**src/hw/rtl/gbkh2f_pkg.sv**
```systemverilog
// Shared types, byte constants and decode functions of the half-width to full-width converter.
package gbkh2f_pkg;

    // Byte values that the conversion rules compare against.
    localparam logic [7:0] ASCII_TOP      = 8'h80;
    localparam logic [7:0] FULL_LEAD      = 8'hA3;
    localparam logic [7:0] LEAD4_A_LO     = 8'h81;
    localparam logic [7:0] LEAD4_A_HI     = 8'h82;
    localparam logic [7:0] LEAD4_B_LO     = 8'h95;
    localparam logic [7:0] LEAD4_B_HI     = 8'h98;
    localparam logic [7:0] TRAIL_LO       = 8'h30;
    localparam logic [7:0] TRAIL2_TOP     = 8'h40;
    localparam logic [7:0] TRAIL4_HI      = 8'h39;
    localparam logic [7:0] MID_LO         = 8'h81;
    localparam logic [7:0] MID_HI         = 8'hFE;
    localparam logic [7:0] GB4_OUT_FIRST  = 8'h81;
    localparam logic [7:0] GB4_OUT_SECOND = 8'h30;

    localparam logic [15:0] CAP_RESET  = 16'd4096;
    localparam logic [16:0] CAP_MARGIN = 17'd4;
    localparam logic [15:0] EMIT_STEP  = 16'd2;
    localparam logic [15:0] POS_MAX    = 16'hFFFF;

    // Source bytes consumed by one character.
    localparam logic [2:0] TAKE_NONE = 3'd0;
    localparam logic [2:0] TAKE_ONE  = 3'd1;
    localparam logic [2:0] TAKE_PAIR = 3'd2;
    localparam logic [2:0] TAKE_QUAD = 3'd4;

    localparam logic [2:0] CNT_ZERO = 3'd0;
    localparam logic [2:0] CNT_ONE  = 3'd1;
    localparam logic [2:0] CNT_TWO  = 3'd2;
    localparam logic [2:0] CNT_FOUR = 3'd4;

    localparam logic KIND_CHAR    = 1'b0;
    localparam logic KIND_SUMMARY = 1'b1;

    typedef struct packed {
        logic [7:0] in_byte;
        logic       is_last;
    } t_in_item;

    typedef struct packed {
        logic        kind;
        logic [7:0]  first_byte;
        logic [7:0]  second_byte;
        logic [15:0] src_offset;
        logic [2:0]  src_length;
        logic [14:0] char_count;
        logic        truncated;
        logic        last_of_run;
    } t_out_item;

    // Class flags of one byte, worked out when the byte is taken in.
    typedef struct packed {
        logic ascii;   // below 0x80
        logic lead4;   // 81-82 or 95-98
        logic trail2;  // 30-3F
        logic mid;     // 81-FE
        logic trail4;  // 30-39
    } t_cls;

    typedef struct packed {
        t_cls       cls;
        logic [7:0] value;
    } t_byte;

    typedef t_byte [3:0] t_bbuf;

    typedef struct packed {
        t_in_item item;
        t_cls     cls;
    } t_qent;

    // Head of the queue between front and back.
    typedef struct packed {
        logic  valid;
        t_qent ent;
    } t_qhead;

    typedef struct packed {
        logic       stop;
        logic       emit;
        logic [2:0] take;
        logic [7:0] o1;
        logic [7:0] o2;
    } t_dec;

    function automatic t_cls classify(input logic [7:0] b);
        t_cls c;
        c.ascii  = (b < ASCII_TOP);
        c.lead4  = ((b >= LEAD4_A_LO) && (b <= LEAD4_A_HI)) ||
                   ((b >= LEAD4_B_LO) && (b <= LEAD4_B_HI));
        c.trail2 = (b >= TRAIL_LO) && (b < TRAIL2_TOP);
        c.mid    = (b >= MID_LO) && (b <= MID_HI);
        c.trail4 = (b >= TRAIL_LO) && (b <= TRAIL4_HI);
        return c;
    endfunction

    // One decision of the conversion loop on the buffered bytes.
    function automatic t_dec decide(input t_bbuf b, input logic [2:0] n, input logic last,
                                    input logic [15:0] emitted, input logic [15:0] cap);
        t_dec d;
        logic [2:0] take;
        d = '0;
        take = TAKE_PAIR;
        if (n != CNT_ZERO) begin
            if (({1'b0, emitted} + CAP_MARGIN) > {1'b0, cap}) begin
                d.stop = 1'b1;
            end else if (b[0].cls.ascii) begin
                d.emit = 1'b1;
                d.take = TAKE_ONE;
                d.o1   = FULL_LEAD;
                d.o2   = b[0].value + ASCII_TOP;
            end else if (n >= CNT_TWO) begin
                if (b[0].cls.lead4 && b[1].cls.trail2) begin
                    if (n < 3'd3) begin
                        if (!last) take = TAKE_NONE;
                    end else if (b[2].cls.mid) begin
                        if (n < CNT_FOUR) begin
                            if (!last) take = TAKE_NONE;
                        end else if (b[3].cls.trail4) begin
                            take = TAKE_QUAD;
                        end
                    end
                end
                if (take != TAKE_NONE) begin
                    d.emit = 1'b1;
                    d.take = take;
                    d.o1   = (take == TAKE_QUAD) ? GB4_OUT_FIRST : b[0].value;
                    d.o2   = (take == TAKE_QUAD) ? GB4_OUT_SECOND : b[1].value;
                end
            end
        end
        return d;
    endfunction

endpackage

```
**src/hw/rtl/gbk_half_to_full_width.sv**
```systemverilog
// Top level of the half-width to full-width converter: capacity register, front, back.
// Latency: the first result of a byte is held in a queue entry, then in the output register.
// Throughput: one byte per cycle while each byte yields at most one result and the output is
// not stalled; a byte with more results holds the back sequencer for one decision per result.
// Reset (synchronous, active low) empties the queue and output register, clears the string
// state and sets the capacity to 4096; the pending byte storage is left as it is.
module gbk_half_to_full_width (
    input  logic                  i_clk,
    input  logic                  i_rst_n,
    input  logic                  i_in_valid,
    output logic                  o_in_ready,
    input  gbkh2f_pkg::t_in_item  i_in,
    output logic                  o_out_valid,
    input  logic                  i_out_ready,
    output gbkh2f_pkg::t_out_item o_out,
    input  logic                  i_cfg_we,
    input  logic [15:0]           i_cfg_data
);

    logic [15:0]        r_cap;
    gbkh2f_pkg::t_qhead head;
    logic               pop;

    always_ff @(posedge i_clk) begin
        if (!i_rst_n) begin
            r_cap <= gbkh2f_pkg::CAP_RESET;
        end else if (i_cfg_we) begin
            r_cap <= i_cfg_data;
        end
    end

    gbkh2f_front u_front (
        .i_clk      (i_clk),
        .i_rst_n    (i_rst_n),
        .i_in_valid (i_in_valid),
        .o_in_ready (o_in_ready),
        .i_in       (i_in),
        .o_head     (head),
        .i_pop      (pop)
    );

    gbkh2f_back u_back (
        .i_clk       (i_clk),
        .i_rst_n     (i_rst_n),
        .i_head      (head),
        .o_pop       (pop),
        .i_cap       (r_cap),
        .o_out_valid (o_out_valid),
        .i_out_ready (i_out_ready),
        .o_out       (o_out)
    );

    // A summary always closes the run of its byte.
    a_summary_closes: assert property (@(posedge i_clk) disable iff (!i_rst_n)
        (o_out_valid && (o_out.kind == gbkh2f_pkg::KIND_SUMMARY)) |-> o_out.last_of_run)
        else $error("summary result without last_of_run");

    a_char_length: assert property (@(posedge i_clk) disable iff (!i_rst_n)
        (o_out_valid && (o_out.kind == gbkh2f_pkg::KIND_CHAR)) |->
        ((o_out.src_length == gbkh2f_pkg::TAKE_ONE) ||
         (o_out.src_length == gbkh2f_pkg::TAKE_PAIR) ||
         (o_out.src_length == gbkh2f_pkg::TAKE_QUAD)))
        else $error("character result with bad source length");

    a_summary_fields: assert property (@(posedge i_clk) disable iff (!i_rst_n)
        (o_out_valid && (o_out.kind == gbkh2f_pkg::KIND_SUMMARY)) |->
        ((o_out.first_byte == 8'd0) && (o_out.src_offset == 16'd0) &&
         (o_out.src_length == gbkh2f_pkg::TAKE_NONE)))
        else $error("summary result carries character fields");

    // A queue pop only happens when the queue holds an entry.
    a_pop_nonempty: assert property (@(posedge i_clk) disable iff (!i_rst_n)
        pop |-> head.valid)
        else $error("queue popped while empty");

endmodule

```
**src/hw/rtl/gbkh2f_front.sv**
```systemverilog
// Front part: accepts input bytes, classifies them and queues them for the back part.
module gbkh2f_front (
    input  logic                  i_clk,
    input  logic                  i_rst_n,
    input  logic                  i_in_valid,
    output logic                  o_in_ready,
    input  gbkh2f_pkg::t_in_item  i_in,
    output gbkh2f_pkg::t_qhead    o_head,
    input  logic                  i_pop
);

    gbkh2f_pkg::t_qent r_mem [2];
    logic       r_wr_ptr;
    logic       r_rd_ptr;
    logic [1:0] r_count;
    logic       push;

    assign o_in_ready = (r_count != 2'd2);
    assign push       = i_in_valid && o_in_ready;

    assign o_head.valid = (r_count != 2'd0);
    assign o_head.ent   = r_mem[r_rd_ptr];

    always_ff @(posedge i_clk) begin
        if (!i_rst_n) begin
            r_wr_ptr <= 1'b0;
            r_rd_ptr <= 1'b0;
            r_count  <= 2'd0;
        end else begin
            if (push) r_wr_ptr <= !r_wr_ptr;
            if (i_pop) r_rd_ptr <= !r_rd_ptr;
            r_count <= r_count + {1'b0, push} - {1'b0, i_pop};
        end
    end

    always_ff @(posedge i_clk) begin
        if (push) begin
            r_mem[r_wr_ptr].item <= i_in;
            r_mem[r_wr_ptr].cls  <= gbkh2f_pkg::classify(i_in.in_byte);
        end
    end

endmodule

```
**src/hw/rtl/gbkh2f_back.sv**
```systemverilog
// Back part: runs the conversion loop into the output register, one decision per cycle while the output is free.
module gbkh2f_back (
    input  logic                  i_clk,
    input  logic                  i_rst_n,
    input  gbkh2f_pkg::t_qhead    i_head,
    output logic                  o_pop,
    input  logic [15:0]           i_cap,
    output logic                  o_out_valid,
    input  logic                  i_out_ready,
    output gbkh2f_pkg::t_out_item o_out
);

    gbkh2f_pkg::t_bbuf     r_buf, n_buf;
    logic [2:0]            r_n, n_n;
    logic                  r_busy, n_busy;
    logic                  r_last, n_last;
    logic                  r_stopped, n_stopped;
    logic [15:0]           r_pos, n_pos;
    logic [15:0]           r_emit, n_emit;
    logic                  r_out_valid, n_out_valid;
    gbkh2f_pkg::t_out_item r_out, n_out;

    gbkh2f_pkg::t_bbuf vbuf, rbuf;
    logic [2:0]        vn, rn;
    logic              vlast, active, from_q, out_free, step;
    gbkh2f_pkg::t_dec  d1, d2;
    logic [16:0]       pos_sum;
    gbkh2f_pkg::t_out_item summary;

    assign out_free = !r_out_valid || i_out_ready;

    // The working view: a string in progress, or the pending bytes plus the queue head.
    always_comb begin
        vbuf = r_buf;
        if (r_busy) begin
            vn     = r_n;
            vlast  = r_last;
            active = 1'b1;
            from_q = 1'b0;
        end else begin
            if (!r_stopped) vbuf[r_n[1:0]] = {i_head.ent.cls, i_head.ent.item.in_byte};
            vn     = r_stopped ? r_n : r_n + 3'd1;
            vlast  = i_head.ent.item.is_last;
            active = i_head.valid;
            from_q = 1'b1;
        end
    end

    assign step  = active && out_free;
    assign o_pop = step && from_q;

    assign d1 = gbkh2f_pkg::decide(vbuf, vn, vlast, r_emit, i_cap);

    always_comb begin
        rbuf = vbuf;
        unique case (d1.take)
            gbkh2f_pkg::TAKE_ONE: begin
                rbuf[0] = vbuf[1];
                rbuf[1] = vbuf[2];
                rbuf[2] = vbuf[3];
            end
            gbkh2f_pkg::TAKE_PAIR: begin
                rbuf[0] = vbuf[2];
                rbuf[1] = vbuf[3];
            end
            default: ;
        endcase
    end

    assign rn = vn - d1.take;

    // Looking one decision ahead tells whether this character closes the run.
    assign d2 = gbkh2f_pkg::decide(rbuf, rn, vlast, r_emit + gbkh2f_pkg::EMIT_STEP, i_cap);

    assign pos_sum = {1'b0, r_pos} + {14'd0, d1.take};

    always_comb begin
        summary             = '0;
        summary.kind        = gbkh2f_pkg::KIND_SUMMARY;
        summary.char_count  = r_emit[15:1];
        summary.truncated   = r_stopped || d1.stop;
        summary.last_of_run = 1'b1;
    end

    always_comb begin
        n_buf       = r_buf;
        n_n         = r_n;
        n_busy      = r_busy;
        n_last      = r_last;
        n_stopped   = r_stopped;
        n_pos       = r_pos;
        n_emit      = r_emit;
        n_out_valid = r_out_valid && !i_out_ready;
        n_out       = r_out;
        if (step) begin
            n_last = vlast;
            if (!r_stopped && d1.emit) begin
                n_out_valid             = 1'b1;
                n_out                   = '0;
                n_out.kind              = gbkh2f_pkg::KIND_CHAR;
                n_out.first_byte        = d1.o1;
                n_out.second_byte       = d1.o2;
                n_out.src_offset        = r_pos;
                n_out.src_length        = d1.take;
                n_out.last_of_run       = !vlast && !d2.emit;
                n_emit                  = r_emit + gbkh2f_pkg::EMIT_STEP;
                n_pos                   = pos_sum[16] ? gbkh2f_pkg::POS_MAX : pos_sum[15:0];
                n_buf                   = rbuf;
                n_n                     = rn;
                n_busy                  = vlast || d2.emit;
                if (!vlast && d2.stop) begin
                    n_stopped = 1'b1;
                    n_n       = gbkh2f_pkg::CNT_ZERO;
                end
            end else if (vlast) begin
                // End of string: summary result and a clean start for the next string.
                n_out_valid = 1'b1;
                n_out       = summary;
                n_pos       = '0;
                n_emit      = '0;
                n_stopped   = 1'b0;
                n_n         = gbkh2f_pkg::CNT_ZERO;
                n_busy      = 1'b0;
            end else begin
                n_busy = 1'b0;
                if (r_stopped || d1.stop) begin
                    n_stopped = 1'b1;
                    n_n       = gbkh2f_pkg::CNT_ZERO;
                end else begin
                    n_buf = vbuf;
                    n_n   = vn;
                end
            end
        end
    end

    always_ff @(posedge i_clk) begin
        if (!i_rst_n) begin
            r_n         <= gbkh2f_pkg::CNT_ZERO;
            r_busy      <= 1'b0;
            r_last      <= 1'b0;
            r_stopped   <= 1'b0;
            r_pos       <= '0;
            r_emit      <= '0;
            r_out_valid <= 1'b0;
        end else begin
            r_n         <= n_n;
            r_busy      <= n_busy;
            r_last      <= n_last;
            r_stopped   <= n_stopped;
            r_pos       <= n_pos;
            r_emit      <= n_emit;
            r_out_valid <= n_out_valid;
        end
    end

    always_ff @(posedge i_clk) begin
        r_buf <= n_buf;
        r_out <= n_out;
    end

    assign o_out_valid = r_out_valid;
    assign o_out       = r_out;

endmodule

```
**config.mk**
```make
export PLATFORM = sky130hd
export DESIGN_NAME = gbk_half_to_full_width
export DESIGN_NICKNAME = d
export VERILOG_FILES = /design/src/hw/rtl/gbkh2f_pkg.sv /design/src/hw/rtl/gbk_half_to_full_width.sv /design/src/hw/rtl/gbkh2f_front.sv /design/src/hw/rtl/gbkh2f_back.sv
export SDC_FILE = /design/constraint.sdc
export NUM_CORES = 1
export LEC_CHECK = 0
export ABC_AREA = 1
export BUFFER_PORTS_ARGS = -buffer_cell sky130_fd_sc_hd__buf_4
export CAP_MARGIN = 20
export CORE_ASPECT_RATIO = 1.75
export CORE_MARGIN = 2
export CORE_UTILIZATION = 50
export DETAILED_ROUTE_END_ITERATION = 12
export GPL_TIMING_DRIVEN = 0
export PLACE_DENSITY = 0.69
export SYNTH_ARGS = -nofsm -noshare
export SYNTH_HDL_FRONTEND = slang
export SYNTH_HIERARCHICAL = 1
export SYNTH_SLANG_ARGS = --single-unit
```
**constraint.sdc**
```tcl
create_clock -name i_clk -period 8.4 [get_ports i_clk]
set_clock_uncertainty 0.15 [all_clocks]
set_input_delay 2.52 -clock i_clk [delete_from_list [all_inputs] [get_ports i_clk]]
set_output_delay 2.52 -clock i_clk [all_outputs]
set_load 0.005 [all_outputs]
```
==> run_results.csv <==
group,metric,value,unit
run_status,run_status,"finished, final reports clean",
synthesis,synthTopCellsByArea,"sky130_fd_sc_hd__edfxtp_1, sky130_fd_sc_hd__dfxtp_1, sky130_fd_sc_hd__nand2_1",
clock_network,postCtsHoldBufs,0,
timing,max_freq,162.6,MHz
clock_network,tritoncts.num_buffers,17,
drt,drcViolationCount,0,
die,top_level_ports,85,
worst_setup_path,worstRegToRegCells,25,
synthesis,synth_largest_type_area_fraction,37.04,%
worst_setup_path,crit_path_max_fanout,11,
die,height_of_the_chip,193.8,µm
worst_setup_path,critical_path_required,8.59,ns
final_layout,post_route_cells_drive_above_1_share,14.68,%
clock_network,clock_insertion_delay_worst_skew,0.44,ns
synthesis,ys_seq_elements,186,
die,die_x,112.5,µm
worst_setup_path,worst_r2r_startpoint,"u_back/r_emit[3]",
synthesis,synth_largest_area_cell,"sky130_fd_sc_hd__edfxtp_1",
clock_network,cts-resized-gates,0,
synthesis,synthesized_net_count,1297,
global_routing,grt_antenna_before_repair,0,
clock_network,cts.sink_count,186,
global_routing,grt_util_met1,22.52,%
synthesis,synth_cells,1222,
synthesis,synth.top_cells.by_count,"sky130_fd_sc_hd__nand2_1, sky130_fd_sc_hd__inv_1, sky130_fd_sc_hd__nor2_1",
die,die_area,21800,µm²
global_routing,global_route.usage.met3,3.188,%
drt,drt_wl_total,25650,µm
global_routing,grt_max_degree,59,
timing,setup_tns,0,ns
final_layout,area_growth_syn_to_layout,15.21,%
timing,min_period,6.149,ns
timing,timing.final.crit_share,73.20,%
die,rows,69,
placement,port_buffers,84,
synthesis,asyncSetResetFlopFracSynth,0,%
power,power.density,389.2,nW/µm²
synthesis,yosysWarnings,6,
clock_network,path_clk_slew,0.07,ns
final_layout,antenna_cells,0,
global_routing,grt_remaining_overflow,0,
synthesis,synth-seq-area-share,48.51,%
synthesis,synth_area,10300,µm²
timing,tightestPinTransition,0.8903,ns
hold_path,depth_of_the_worst_hold_timing_path,2,
timing,number_of_slew_limit_violations_in_the_final_report,0,
die,fp.coreArea,20290,µm²
timing,hold_violations,0,
final_layout,nets,1404,
timing,timing.slew.headroom,40.64,%
global_routing,gr-usage-all-layers,23.83,%
worst_setup_path,setup.worst_path.end_class,"flop",
placement,hpwl,19380,µm
drt,wire_per_inst,16.13,µm
clock_network,tritoncts,"built",
power,static_power_due_to_leakage,5.232,nW
worst_setup_path,arrival,6.34,ns
clock_network,cts_max_level,4,
worst_setup_path,reg2reg_to,"u_back/r_pos[13]",
drt,detailedRoute.firstIterationViolations,427,
global_routing,grt_first_pass_wirelength,40580,µm
global_routing,number_of_global_route_vias_before_repair,8321,
drt,ant_nets,0,
drt,vias,8501,
synthesis,postSynth.topFlopCell,"sky130_fd_sc_hd__edfxtp_1",
drt,first_pass_detailed_route_iteration_total,5,
hold_path,holdPathEnd,"r_cap[8]",
worst_setup_path,regToRegSetupSlack,2.25,ns
power,vdd_drop_max,0.0002680,V
clock_network,clock_tree_buffer_depth,2,
synthesis,post_synth_num_cell_types,49,
clock_network,postCtsSetupRepairBufs,0,
global_routing,grtUsageMet2,46.74,%
die,floorplan.initialDensity,50.75,%
placement,gp_congestion,0.9355,
timing,finalSetupViolations,0,
global_routing,globalRoute.busiestLayer,"met2",
clock_network,cts_root_buf,"sky130_fd_sc_hd__clkbuf_16",
hold_path,timing.hold.worst.class,"flop to flop",
drt,detail_route.vias_per_cell,5.347,
job,max_cap_viol_count,0,
power,total_power,4.616,mW
hold_path,min_from,"r_cap[8]",
synthesis,synth_edf_count,127,
worst_setup_path,start_kind,"flop",
timing,rsz0062_at_grt,"no",
synthesis,synth.avg_cell_area,8.426,µm²
worst_setup_path,worst-setup-path-type,"flop to flop",
synthesis,most_frequent_cell_after_synthesis,"sky130_fd_sc_hd__nand2_1",
## worst max path at each step
stage,from,endpoint,slack [ns],cells after the start
final,u_back/r_emit[3],u_back/r_pos[13],2.25,25
after global placement,u_back/r_emit[3],u_back/r_buf[48],-0.56,19
after global routing,u_back/r_emit[3],u_back/r_pos[13],1.73,28
after CTS,u_back/r_emit[3],u_back/r_pos[13],2.32,28
after floorplan,i_out_ready,u_back/r_buf[0],1.56,2
after detailed placement,u_back/r_emit[3],u_back/r_pos[11],2.43,25
## worst max-delay path, cell delays in order (launching register included)
cell	delay, ns
sky130_fd_sc_hd__dfxtp_1	0.44
sky130_fd_sc_hd__ha_1	0.23
sky130_fd_sc_hd__nand2_1	0.12
sky130_fd_sc_hd__nor2_1	0.29
sky130_fd_sc_hd__nand2_1	0.17
sky130_fd_sc_hd__nor3_1	0.21
sky130_fd_sc_hd__xor2_1	0.13
sky130_fd_sc_hd__ha_1	0.33
sky130_fd_sc_hd__nand2_1	0.07
sky130_fd_sc_hd__nor3b_1	0.37
sky130_fd_sc_hd__nand3b_1	0.12
sky130_fd_sc_hd__nand2_1	0.33
sky130_fd_sc_hd__nand3_2	0.27
sky130_fd_sc_hd__buf_2	0.27
sky130_fd_sc_hd__buf_2	0.23
sky130_fd_sc_hd__fa_1	0.42
sky130_fd_sc_hd__or2_2	0.31
sky130_fd_sc_hd__nand2_1	0.13
sky130_fd_sc_hd__nand2_1	0.12
sky130_fd_sc_hd__nor2_1	0.19
sky130_fd_sc_hd__inv_1	0.08
sky130_fd_sc_hd__nor4_1	0.39
sky130_fd_sc_hd__nand3_1	0.21
sky130_fd_sc_hd__o22ai_1	0.19
sky130_fd_sc_hd__nand2_1	0.07
sky130_fd_sc_hd__a21oi_1	0.20
## power by group
part	switching (mW)	leakage [nW]	internal [mW]
sequential	0.104	1.71	1.50
clock	0.364	0.266	0.415
combinational	1.48	3.26	0.751
## placed cells by master, fill, tap and decap left out, drive strengths merged, types with 3 or more instances in the layout
| cell | count |
|---|---|
| buf | 114 |
| o22ai | 28 |
| nor2 | 146 |
| clkinv | 3 |
| inv | 189 |
| or2 | 5 |
| nand3b | 4 |
| a21oi | 75 |
| nor3 | 14 |
| clkbuf | 28 |
| ha | 43 |
| and2 | 6 |
| o21ai | 69 |
| nor4 | 3 |
| o31ai | 3 |
| dfxtp | 59 |
| nand3 | 46 |
| xor2 | 26 |
| nand2 | 285 |
| mux2i | 12 |
| o21a | 12 |
| mux2 | 14 |
| xnor2 | 7 |
| clkinvlp | 5 |
| edfxtp | 127 |
| nand4 | 7 |
## per-stage QoR
step | instance area [µm²] | cells | setup WS, ns | util [%] | hold WS, ns
floorplan | 10300 | 1222 | 1.559 | - | 0.2782
global placement | 11240 | 1554 | -0.5581 | 55.39 | 0.2940
detailed placement | 11290 | 1558 | 2.427 | 55.67 | 0.3062
CTS | 11860 | 1590 | 2.324 | 58.47 | 0.3212
global route | 11860 | 1590 | 1.728 | 58.47 | 0.3400
finish | 11860 | 1590 | 2.251 | 58.47 | 0.3204
## per-layer routing
metal	routed length (µm)	vias up	part of all wire [%]
li1	-	4219	-
met1	8841	3984	34
met2	14580	216	57
met3	701	82	2.7
met4	1528	0	6.0
met5	0	-	0
## flip-flops by register name, indices dropped and copies added (netlist names), named ones only
register,cells
u_front/r_wr_ptr,1
u_front/r_mem,28
u_back/r_pos,16
u_back/o_out_valid,1
u_back/r_last,1
u_back/r_buf,46
u_back/r_stopped,1
u_back/o_out,53
u_front/r_rd_ptr,1
u_back/r_busy,1
u_front/r_count,2
u_back/r_n,3
r_cap,16
u_back/r_emit,15
## final cells by class
cell class	instances	area [µm²]
buffer	37	225.2
clock buffer	17	425.4
clock inverter	15	142.6
fill	1777	8426
inverter	183	689.4
multi-input combinational	816	4399
sequential	186	4995
tap	248	310.3
timing repair buffer	88	675.6
## cell families (layout without fill, tap and decap cells)
group | after synthesis | count (layout) | share of synthesized area, %
buffers and inverters | 220 | 340 | 8.883
AND/OR/NAND/NOR | 519 | 519 | 21.02
flip-flops | 186 | 186 | 48.51
adder cells (fa/ha/maj) | 45 | 45 | 5.614
XOR/XNOR | 33 | 33 | 2.880
AO/OA/AOI/OAI | 193 | 193 | 10.39
multiplexers | 26 | 26 | 2.698
Note: power is estimated with default switching activity, not from simulation.
